<file path="src/sv/dptw_pkg.sv">
`timescale 1ns / 1ps
package dptw_pkg;

  localparam int IDX_W = 12;   // sample index
  localparam int PER_W = 13;   // period / buffer length registers
  localparam int K_W   = 12;   // triangle ramp position
  localparam int AMP_W = 16;   // DAC word
  localparam int NUM_W = 29;   // |amp| * 2 * k
  localparam int QUO_W = 16;   // quotient magnitude (never above 32768)
  localparam int ADDR_W = 5;

  typedef enum logic [1:0] {
    MODE_DC    = 2'd0,
    MODE_PULSE = 2'd1,
    MODE_TRI   = 2'd2
  } mode_t;

  localparam logic [2:0] REG_WAVE_MODE   = 3'd0;
  localparam logic [2:0] REG_AMPLITUDE   = 3'd1;
  localparam logic [2:0] REG_BUF_LEN     = 3'd2;
  localparam logic [2:0] REG_PERIOD      = 3'd3;
  localparam logic [2:0] REG_ON_SAMPLES  = 3'd4;
  localparam logic [2:0] REG_PATH_ENABLE = 3'd5;
  localparam logic [2:0] REG_CHANNEL_SEL = 3'd6;

  typedef struct packed {
    logic last;
    logic ch;
    logic pulse_on;
  } side_t;

  typedef struct packed {
    logic [PER_W-1:0] rem_p;
    logic [PER_W-1:0] rem_h;
    logic [IDX_W-1:0] num;
    side_t            side;
  } mod_t;

  typedef struct packed {
    logic [PER_W-1:0] rem;
    logic [NUM_W-1:0] num;
    logic [QUO_W-1:0] quo;
    logic             neg;
    side_t            side;
  } div_t;

endpackage

</file>
<file path="src/sv/dc_pulse_triangle_wave_gen.sv">
`timescale 1ns / 1ps
// Path from input transfer to result: 12 modulo cells, ramp stage, multiply stage,
//   29 divide cells, output register.
// Throughput: one sample per cycle; the whole cell row advances whenever the
//   output register is empty or being taken.
// Reset (synchronous, rst_n low): pipeline empty, configuration registers take their defaults.
module dc_pulse_triangle_wave_gen import dptw_pkg::*; #(
  parameter int MAX_SAMPLES = 4096,
  parameter int CHANNELS    = 2
) (
  input  logic                    clk,
  input  logic                    rst_n,
  // config port
  input  logic                    psel,
  input  logic                    penable,
  input  logic                    pwrite,
  input  logic [ADDR_W-1:0]       paddr,
  input  logic [31:0]             pwdata,
  output logic [31:0]             prdata,
  output logic                    pready,
  // sample index in
  input  logic                    in_valid,
  output logic                    in_ready,
  input  logic [IDX_W-1:0]        in_sample_index,
  // DAC words out
  output logic                    out_valid,
  input  logic                    out_ready,
  output logic signed [AMP_W-1:0] out_inphase_sample,
  output logic signed [AMP_W-1:0] out_quad_sample,
  output logic                    out_channel,
  output logic                    out_last_sample
);

  // ---------------------------------------------------------------
  // Configuration registers
  // ---------------------------------------------------------------
  logic [1:0]       wave_mode_r;
  logic [AMP_W-1:0] amplitude_r;
  logic [PER_W-1:0] buf_len_r;
  logic [PER_W-1:0] period_r;
  logic [PER_W-1:0] on_r;
  logic [1:0]       path_en_r;
  logic             ch_sel_r;
  logic             wr_en;
  logic [2:0]       reg_idx;

  assign pready  = 1'b1;
  assign reg_idx = paddr[4:2];
  assign wr_en   = psel && penable && pwrite;

  always_ff @(posedge clk) begin
    if (!rst_n) begin
      wave_mode_r <= MODE_DC;
      amplitude_r <= '0;
      buf_len_r   <= PER_W'(4096);
      period_r    <= PER_W'(4096);
      on_r        <= '0;
      path_en_r   <= 2'd2;
      ch_sel_r    <= 1'b0;
    end else if (wr_en) begin
      case (reg_idx)
        REG_WAVE_MODE:   wave_mode_r <= pwdata[1:0];
        REG_AMPLITUDE:   amplitude_r <= pwdata[AMP_W-1:0];
        REG_BUF_LEN:     buf_len_r   <= pwdata[PER_W-1:0];
        REG_PERIOD:      period_r    <= pwdata[PER_W-1:0];
        REG_ON_SAMPLES:  on_r        <= pwdata[PER_W-1:0];
        REG_PATH_ENABLE: path_en_r   <= pwdata[1:0];
        REG_CHANNEL_SEL: ch_sel_r    <= pwdata[0];
        default: ;
      endcase
    end
  end

  always_comb begin
    case (reg_idx)
      REG_WAVE_MODE:   prdata = {30'b0, wave_mode_r};
      REG_AMPLITUDE:   prdata = {{(32-AMP_W){amplitude_r[AMP_W-1]}}, amplitude_r};
      REG_BUF_LEN:     prdata = {{(32-PER_W){1'b0}}, buf_len_r};
      REG_PERIOD:      prdata = {{(32-PER_W){1'b0}}, period_r};
      REG_ON_SAMPLES:  prdata = {{(32-PER_W){1'b0}}, on_r};
      REG_PATH_ENABLE: prdata = {30'b0, path_en_r};
      REG_CHANNEL_SEL: prdata = {31'b0, ch_sel_r};
      default:         prdata = '0;
    endcase
  end

  // ---------------------------------------------------------------
  // Global advance: the row moves when the output slot frees up
  // ---------------------------------------------------------------
  logic adv;
  logic out_valid_r;

  assign adv      = out_ready || !out_valid_r;
  assign in_ready = adv;

  logic [PER_W-1:0] half;
  assign half = {1'b0, period_r[PER_W-1:1]};

  // last flag and channel slot, resolved at entry
  localparam int LEN_W = 18;
  logic [LEN_W-1:0] len_cap;
  logic             last_in;
  logic [2:0]       ch_lim;
  logic             ch_in;

  always_comb begin
    if ({{(LEN_W-PER_W){1'b0}}, buf_len_r} > LEN_W'(MAX_SAMPLES)) begin
      len_cap = LEN_W'(MAX_SAMPLES);
    end else begin
      len_cap = {{(LEN_W-PER_W){1'b0}}, buf_len_r};
    end
    last_in = (len_cap != '0) &&
              (({{(LEN_W-IDX_W){1'b0}}, in_sample_index} + LEN_W'(1)) == len_cap);
    ch_lim = 3'(CHANNELS);
    if ({2'b0, ch_sel_r} >= ch_lim) begin
      ch_in = 1'(ch_lim - 3'd1);
    end else begin
      ch_in = ch_sel_r;
    end
  end

  // ---------------------------------------------------------------
  // Modulo cell row: i mod P and i mod P/2
  // ---------------------------------------------------------------
  logic mod_v [0:IDX_W];
  mod_t mod_d [0:IDX_W];

  always_comb begin
    mod_v[0] = in_valid;
    mod_d[0].rem_p = '0;
    mod_d[0].rem_h = '0;
    mod_d[0].num   = in_sample_index;
    mod_d[0].side.last     = last_in;
    mod_d[0].side.ch       = ch_in;
    mod_d[0].side.pulse_on = 1'b0;
  end

  for (genvar g = 0; g < IDX_W; g++) begin : g_mod
    dptw_mod_cell u_cell (
      .clk    (clk),
      .rst_n  (rst_n),
      .en     (adv),
      .vld_i  (mod_v[g]),
      .d_i    (mod_d[g]),
      .per_i  (period_r),
      .half_i (half),
      .vld_o  (mod_v[g+1]),
      .d_o    (mod_d[g+1])
    );
  end

  // ---------------------------------------------------------------
  // Ramp stage: triangle position k and the pulse gate
  // ---------------------------------------------------------------
  logic           k_v_r;
  logic [K_W-1:0] k_r;
  logic [K_W-1:0] k_nxt;
  side_t          k_side_r;
  side_t          k_side_nxt;
  mod_t           m_end;

  assign m_end = mod_d[IDX_W];

  always_comb begin
    if (period_r == '0 || half == '0) begin
      k_nxt = '0;
    end else if (m_end.rem_p < half) begin
      k_nxt = m_end.rem_h[K_W-1:0];
    end else begin
      k_nxt = K_W'(half - m_end.rem_h);
    end
    k_side_nxt = m_end.side;
    k_side_nxt.pulse_on = (period_r != '0) && (m_end.rem_p < on_r) &&
                          (path_en_r == 2'd0 || path_en_r == 2'd2);
  end

  // multiply stage: |amp| * 2k
  logic             mul_v_r;
  logic [NUM_W-1:0] mul_r;
  logic             mul_neg_r;
  side_t            mul_side_r;
  logic [AMP_W-1:0] amp_mag;
  logic [27:0]      prod;

  assign amp_mag = amplitude_r[AMP_W-1] ? AMP_W'(-amplitude_r) : amplitude_r;
  assign prod    = {12'b0, amp_mag} * {16'b0, k_r};

  always_ff @(posedge clk) begin
    if (!rst_n) begin
      k_v_r   <= 1'b0;
      mul_v_r <= 1'b0;
    end else if (adv) begin
      k_v_r   <= mod_v[IDX_W];
      mul_v_r <= k_v_r;
    end
  end

  always_ff @(posedge clk) begin
    if (adv) begin
      k_r        <= k_nxt;
      k_side_r   <= k_side_nxt;
      mul_r      <= {prod, 1'b0};
      mul_neg_r  <= amplitude_r[AMP_W-1];
      mul_side_r <= k_side_r;
    end
  end

  // ---------------------------------------------------------------
  // Divide cell row: quotient of |amp|*2k by P, one bit per cell
  // ---------------------------------------------------------------
  logic div_v [0:NUM_W];
  div_t div_d [0:NUM_W];

  always_comb begin
    div_v[0]     = mul_v_r;
    div_d[0].rem = '0;
    div_d[0].num = mul_r;
    div_d[0].quo = '0;
    div_d[0].neg = mul_neg_r;
    div_d[0].side = mul_side_r;
  end

  for (genvar g = 0; g < NUM_W; g++) begin : g_div
    dptw_div_cell u_cell (
      .clk   (clk),
      .rst_n (rst_n),
      .en    (adv),
      .vld_i (div_v[g]),
      .d_i   (div_d[g]),
      .per_i (period_r),
      .vld_o (div_v[g+1]),
      .d_o   (div_d[g+1])
    );
  end

  // ---------------------------------------------------------------
  // Output register: pick the waveform word
  // ---------------------------------------------------------------
  div_t             d_end;
  logic [AMP_W-1:0] tri_w;
  logic [AMP_W-1:0] iv_nxt;
  logic [AMP_W-1:0] qv_nxt;

  assign d_end = div_d[NUM_W];

  always_comb begin
    tri_w = d_end.neg ? AMP_W'(-d_end.quo) : d_end.quo;
    iv_nxt = '0;
    qv_nxt = '0;
    case (wave_mode_r)
      MODE_DC: begin
        iv_nxt = amplitude_r;
        qv_nxt = amplitude_r;
      end
      MODE_PULSE: iv_nxt = d_end.side.pulse_on ? amplitude_r : '0;
      MODE_TRI:   iv_nxt = (period_r == '0) ? '0 : tri_w;
      default: ;
    endcase
  end

  always_ff @(posedge clk) begin
    if (!rst_n) begin
      out_valid_r <= 1'b0;
    end else if (adv) begin
      out_valid_r <= div_v[NUM_W];
    end
  end

  always_ff @(posedge clk) begin
    if (adv) begin
      out_inphase_sample <= iv_nxt;
      out_quad_sample    <= qv_nxt;
      out_channel        <= d_end.side.ch;
      out_last_sample    <= d_end.side.last;
    end
  end

  assign out_valid = out_valid_r;

`ifndef ASSERT_OFF
  a_dc_iq_equal: assert property (@(posedge clk) disable iff (!rst_n)
    out_valid && wave_mode_r == MODE_DC |-> out_inphase_sample == out_quad_sample)
    else $error("dc mode: I and Q differ");

  a_quad_zero: assert property (@(posedge clk) disable iff (!rst_n)
    out_valid && wave_mode_r != MODE_DC |-> out_quad_sample == '0)
    else $error("quadrature word nonzero outside dc mode");

  a_tri_zero_amp: assert property (@(posedge clk) disable iff (!rst_n)
    out_valid && wave_mode_r == MODE_TRI && amplitude_r == '0 |-> out_inphase_sample == '0)
    else $error("triangle nonzero with zero amplitude");
`endif

endmodule

</file>
<file path="src/sv/dptw_mod_cell.sv">
`timescale 1ns / 1ps
// One restoring step of i mod P and i mod P/2, sharing the dividend bit.
module dptw_mod_cell import dptw_pkg::*; (
  input  logic             clk,
  input  logic             rst_n,
  input  logic             en,
  input  logic             vld_i,
  input  mod_t             d_i,
  input  logic [PER_W-1:0] per_i,
  input  logic [PER_W-1:0] half_i,
  output logic             vld_o,
  output mod_t             d_o
);

  logic             vld_r;
  mod_t             d_r;
  mod_t             d_nxt;
  logic [PER_W:0]   tp;
  logic [PER_W:0]   th;

  always_comb begin
    tp = {d_i.rem_p, d_i.num[IDX_W-1]};
    th = {d_i.rem_h, d_i.num[IDX_W-1]};
    d_nxt = d_i;
    d_nxt.num = {d_i.num[IDX_W-2:0], 1'b0};
    if (tp >= {1'b0, per_i}) begin
      d_nxt.rem_p = PER_W'(tp - {1'b0, per_i});
    end else begin
      d_nxt.rem_p = tp[PER_W-1:0];
    end
    if (th >= {1'b0, half_i}) begin
      d_nxt.rem_h = PER_W'(th - {1'b0, half_i});
    end else begin
      d_nxt.rem_h = th[PER_W-1:0];
    end
  end

  always_ff @(posedge clk) begin
    if (!rst_n) begin
      vld_r <= 1'b0;
    end else if (en) begin
      vld_r <= vld_i;
    end
  end

  always_ff @(posedge clk) begin
    if (en) begin
      d_r <= d_nxt;
    end
  end

  assign vld_o = vld_r;
  assign d_o   = d_r;

endmodule

</file>
<file path="src/sv/dptw_div_cell.sv">
`timescale 1ns / 1ps
// One restoring division step: one quotient bit per cell.
module dptw_div_cell import dptw_pkg::*; (
  input  logic             clk,
  input  logic             rst_n,
  input  logic             en,
  input  logic             vld_i,
  input  div_t             d_i,
  input  logic [PER_W-1:0] per_i,
  output logic             vld_o,
  output div_t             d_o
);

  logic           vld_r;
  div_t           d_r;
  div_t           d_nxt;
  logic [PER_W:0] t;
  logic           ge;

  always_comb begin
    t  = {d_i.rem, d_i.num[NUM_W-1]};
    ge = (t >= {1'b0, per_i});
    d_nxt = d_i;
    d_nxt.num = {d_i.num[NUM_W-2:0], 1'b0};
    d_nxt.quo = {d_i.quo[QUO_W-2:0], ge};
    if (ge) begin
      d_nxt.rem = PER_W'(t - {1'b0, per_i});
    end else begin
      d_nxt.rem = t[PER_W-1:0];
    end
  end

  always_ff @(posedge clk) begin
    if (!rst_n) begin
      vld_r <= 1'b0;
    end else if (en) begin
      vld_r <= vld_i;
    end
  end

  always_ff @(posedge clk) begin
    if (en) begin
      d_r <= d_nxt;
    end
  end

  assign vld_o = vld_r;
  assign d_o   = d_r;

endmodule
</file>
<file path="config.mk">
export PLATFORM = sky130hd
export DESIGN_NAME = dc_pulse_triangle_wave_gen
export DESIGN_NICKNAME = d
export VERILOG_FILES = /design/src/sv/dptw_pkg.sv /design/src/sv/dc_pulse_triangle_wave_gen.sv /design/src/sv/dptw_mod_cell.sv /design/src/sv/dptw_div_cell.sv
export SDC_FILE = /design/constraint.sdc
export NUM_CORES = 2
export LEC_CHECK = 0
export ABC_AREA = 1
export BUFFER_PORTS_ARGS = -buffer_cell sky130_fd_sc_hd__buf_4
export CAP_MARGIN = 20
export CORE_MARGIN = 4
export CORE_UTILIZATION = 64
export DETAILED_ROUTE_END_ITERATION = 8
export PLACE_DENSITY = 0.79
export SYNTH_ARGS = -nofsm -noshare
export SYNTH_HDL_FRONTEND = slang
export SYNTH_SLANG_ARGS = --single-unit
</file>
<file path="constraint.sdc">
create_clock -name clk -period 59.9 [get_ports clk]
set_clock_uncertainty 0.1 [all_clocks]
set_input_delay 5.99 -clock clk [delete_from_list [all_inputs] [get_ports clk]]
set_output_delay 5.99 -clock clk [all_outputs]
set_load 0.05 [all_outputs]
</file>
-- Yosys cells after proc, flatten, opt, wreduce, memory -nomap -nowiden
Index checks and enable logic that the tools add are counted.
- register bits after elaboration: 1580
- bits of input ports: 56
- output and inout bits: 69
- word-level logic and storage cells: 519
- $add $sub $neg: 56
- multipliers: 1
- magnitude comparators: 56
- equality and inequality tests: 10
- muxes and demuxes: 60
- reductions and logical operators: 23
- operators by type and width (kind ; count):
    13-bit 2-to-1 mux ; 49
    14-bit by 13-bit >= comparator with 1-bit output ; 39
    13-bit subtractor ; 38
    32-bit case mux with 7 select lines ; 1
    14-bit by 12-bit >= comparator with 1-bit output ; 11
    13-bit by 12-bit subtractor with 13-bit output ; 10
    16-bit 2-to-1 mux ; 4
    16-bit case mux with 3 select lines ; 1
    16-bit negator ; 2
    16-bit by 12-bit multiplier with 28-bit output ; 1
    1-bit by 13-bit >= comparator with 1-bit output ; 2
    13-bit zero test ; 2
    1-bit by 13-bit subtractor with 13-bit output ; 2
    12-bit 2-to-1 mux ; 2
    12-bit subtractor ; 2
    13-bit by 18-bit == test with 1-bit output ; 1
    18-bit nonzero test ; 1
    2-bit AND reduction ; 7
    12-bit by 1-bit adder with 13-bit output, second input constant ; 1
    13-bit > comparator, second input constant ; 1
    13-bit by 12-bit < comparator with 1-bit output ; 1
    13-bit < comparator ; 1
    13-bit nonzero test ; 1
    1-bit by 12-bit subtractor with 13-bit output ; 1
    12 further kinds ; 25

-- Logic depth before layout (Yosys ltp)
- depth in word-level cells: 4
- depth in mapped cells: 31
- mapped depth without buffers: 31

-- Cells and area by module
A second synthesis with hierarchy kept.
- cell total of the unflattened synthesis: 15589
- area total of the unflattened synthesis: 145477.0 µm²
- modules (own cells, without submodules) (module ; times used ; cells each ; area each (µm²)):
    dptw_div_cell ; 29 ; 282 ; 3086.7
    dptw_mod_cell at g_mod[0].u_cell ... ; 10 ; 467 ; 3474.6
    dc_pulse_triangle_wave_gen ; 1 ; 1807 ; 14262.4
    dptw_mod_cell at g_mod[5].u_cell ... ; 2 ; 467 ; 3477.1

-- Least setup slack after synthesis
No wires, ideal clock.
- path type: input -> output
- start: input port out_ready
- end: output port in_ready
- data arrival time: 46.433 ns
- setup slack: 7.377 ns
- stages on the path: 3
- path buffers: 1
- cells stage by stage: nor2_1 clkinv_1 clkbuf_1
- cells in the longest elaborated chain, start to end: 1
- RTL lines (item ; RTL line ; text):
    start: declaration ; dc_pulse_triangle_wave_gen.sv:27 ; input logic out_ready,
    1-bit logical OR ; dc_pulse_triangle_wave_gen.sv:93 ; assign adv = out_ready || !out_valid_r;
    end: declaration ; dc_pulse_triangle_wave_gen.sv:23 ; output logic in_ready,
No other way between the ends.

-- Final worst setup path
- start: input port paddr[2]
- end: output port prdata[31]
- cells in the longest elaborated chain, start to end: 2
- RTL lines (item ; RTL line ; text):
    start: declaration ; dc_pulse_triangle_wave_gen.sv:17 ; input logic [ADDR_W-1:0] paddr,
    3-bit == test, or another cell as far along ; dc_pulse_triangle_wave_gen.sv:75 ; case (reg_idx)
    32-bit case mux with 7 select lines * ; dc_pulse_triangle_wave_gen.sv:75 ;
    end: declaration ; dc_pulse_triangle_wave_gen.sv:19 ; output logic [31:0] prdata,
Every way passes the cells marked *; elsewhere a longest branch is shown, timed or not.

==> flow_summary.ini <==
[outcome]
status = complete, no violations

[power]
power_leakage_nw = 46.68
irDropWorstVdd_mv = 0.02889
power_density_nw_per_um2 = 50.15

[sta]
rsz0062_at_grt = no
fin_crit_ns = 14.35
slew_headroom = 0.2462
tns_ns = 0
max_freq_ghz = 0.06969
tightest_slew_ns = 1.131
finalCritPeriodShare = 0.2396
slew_viol_final = 0
setup_viol = 0
hold_slack_ns = 0.2953
hold_viol = 0

[min_path]
min_path_type = flip-flop to flip-flop

[clock_tree]
clock-sinks = 1580
cts_root_buffer = clkbuf_16
ctsResizeCount = 0
clk-insertion-delay-late_ns = 0.82
clockBufferDepth = 3
ctsHoldBuffers = 0
cts-htree-levels = 4
path_clk_slew_ns = 0.06
cts_setup_buffers = 0
cts_tree = built
numCtsBuffers = 168

[floorplan]
start_util = 0.6436
core_area_um2 = 147700
die_area_um2 = 154700
die_w_um = 393.4
ios = 125
die_h_um = 393.4
rows = 141

[worst_setup_path]
cp.arrival_ns = 8.26
worstPathRequired_ns = 53.81
cpMaxStageDelayCell = nor2_1
path_cells = buf_4, inv_1, nor3_2, inv_1, nor2_1, buf_4
slowest_delay_ns = 0.77
critPathCaptureType = output pin
cp_max_fo = 17
crit_buf_inv = 4
endpoint = prdata[31]
crit_cells = 6
worst_r2r_path_depth = 24
cp-start-kind = input port
startpoint = paddr[2]
rr_endpoint = mul_r[24]
rrSetupSlack_ns = 52.61
reg2reg_from = amplitude_r[0]
path_class = input port to output pin
critPathTopFamily = simple AND/OR/NAND/NOR gates

[global_routing]
grt_use_total = 0.2858
grt_max_degree = 201
overflow = 0
grt_pass1_vias = 66550
antenna_found_initial = 7
grt_pass1_wl_um = 354800

[synth]
async_flop_share = 0
ys.flop_type = edfxtp_1
synth_edf_count = 1476
yosysTopAreaCellShare = 0.4664
synth_cell_types = 60
syn_area_um2 = 95040
yosysWarnings = 0
syn_area_per_cell_um2 = 9.925
synth_top_cell_by_area = edfxtp_1
synth_area_leaders = edfxtp_1, ha_1, nand2_1
syn_inst = 9576
synth-seq-area-share = 0.4883
ys_seq_elements = 1580
syn-num-nets = 10570

[final_layout]
final_common_cell = nand2_1
fin_nets = 10700
drive_gt1_frac = 0.06109
syn_to_final_growth_pct = 8.820
final_cell_mix = nand2_1, edfxtp_1, inv_1

[placement]
gp_congestion = 0.9483
portBuffers = 105
dp_hpwl_um = 153600

[drt]
dr_total_vias = 69720
drc_errors = 0
ant_nets = 0
dr.pass1.iters = 8
drt-total-wl_um = 225800
vias_per_cell = 5.915
wl_per_cell_um = 19.16
dr.first_iter.drc_count = 6546

[run]
maxCapViolCount = 0
per-layer routing:
| layer | wire (um) | vias to the layer above | track usage | part of all wire |
|---|---|---|---|---|
| met1 | 99660 | 32960 | 0.4120 | 0.44 |
| met2 | 100400 | 2626 | 0.4475 | 0.44 |
| li1 | - | 33590 | - | - |
| met5 | 15 | - | 0 | 0.000066 |
| met4 | 7864 | 2 | 0.09222 | 0.035 |
| met3 | 17810 | 546 | 0.04463 | 0.079 |
registers in the layout, summed over array words and instances, names as in the netlist, 2 cells and up:
name,count
k_side_r,3
wave_mode_r,2
amplitude_r,16
g_div.u_cell.vld_o,29
g_div.u_cell.d_o,994
on_r,13
period_r,13
mul_r,28
out_quad_sample,16
out_inphase_sample,16
g_mod.u_cell.vld_o,12
g_mod.u_cell.d_o,401
k_r,12
div_d,3
path_en_r,2
buf_len_r,13
cell families after synthesis:
kind of cell | Yosys count | synth area share
and+or+nand+nor | 3154 | 0.1431
AOI/OAI and AO/OA | 2058 | 0.1259
DFF | 1580 | 0.4883
buffers and inverters | 1315 | 0.05520
adders and majority gates | 937 | 0.1384
xor gates and xnor gates | 531 | 0.04913
other | 1 | 0.00003946
report_power, final:
| group | internal [W] | switching, W |
|---|---|---|
| combinational | 0.000845 | 0.00135 |
| sequential | 0.00168 | 0.000225 |
| clock | 0.000622 | 0.000457 |
| total | 0.00315 | 0.00204 |
worst min-delay path by stage:
stage / start / end / slack [ns] / depth (start not counted)
after detailed placement: g_div[9].u_cell.d_o[35] / g_div[10].u_cell.d_o[36] / 0.30 / 0
after floorplan: k_side_r[0] / div_d[1798] / 0.30 / 0
final: g_div[11].u_cell.d_o[39] / g_div[12].u_cell.d_o[40] / 0.30 / 0
after CTS: g_div[11].u_cell.d_o[39] / g_div[12].u_cell.d_o[40] / 0.29 / 0
after global routing: g_div[11].u_cell.d_o[39] / g_div[12].u_cell.d_o[40] / 0.31 / 0
after global placement: g_div[26].u_cell.d_o[1] / g_div[27].u_cell.d_o[1] / 0.30 / 0
cell usage after synthesis, types with 5 or more instances:
master	n
a211oi_1	13
a221o_1	11
nor3_2	5
a21oi_1	1019
a31oi_1	71
xnor2_1	218
dfxtp_1	104
nand2_1	1478
nand3_1	299
a21boi_0	45
buf_4	54
a21o_1	175
inv_2	11
xor2_1	312
fa_1	190
nand3b_1	90
nand4_1	195
buf_2	64
nand3_2	49
nor3_1	97
o22ai_1	17
nor4_1	10
o21bai_1	139
o21ai_1	16
a21boi_2	37
o21ai_0	426
nor2_1	916
edfxtp_1	1476
a21oi_2	8
o21ai_2	47
o211ai_1	14
ha_1	747
clkbuf_1	54
inv_1	1121
layout make-up:
class,instances,area (um^2)
antenna,2,5.005
clock buffer,201,4400
clock inverter,114,1415
fill,10780,44240
inverter,1137,4292
multi-input combinational,6681,43390
sequential,1580,46410
tap,1930,2415
timing repair buffer,142,1095
through the flow:
step	total power, W	worst slack [ns]	instance area [um^2]	utilization	cells
2_1_floorplan	0.003549	7.377	95040	-	9576
3_3_place_gp	0.003988	45.63	97590	0.6609	11470
3_5_place_dp	0.004045	45.56	97590	0.6609	11470
4_1_cts	0.005170	45.54	103400	0.7003	11780
5_1_grt	0.005562	45.29	103400	0.7004	11790
6_report	0.005186	45.55	103400	0.7004	11790
No activity file was read; power rests on OpenSTA's default activity.
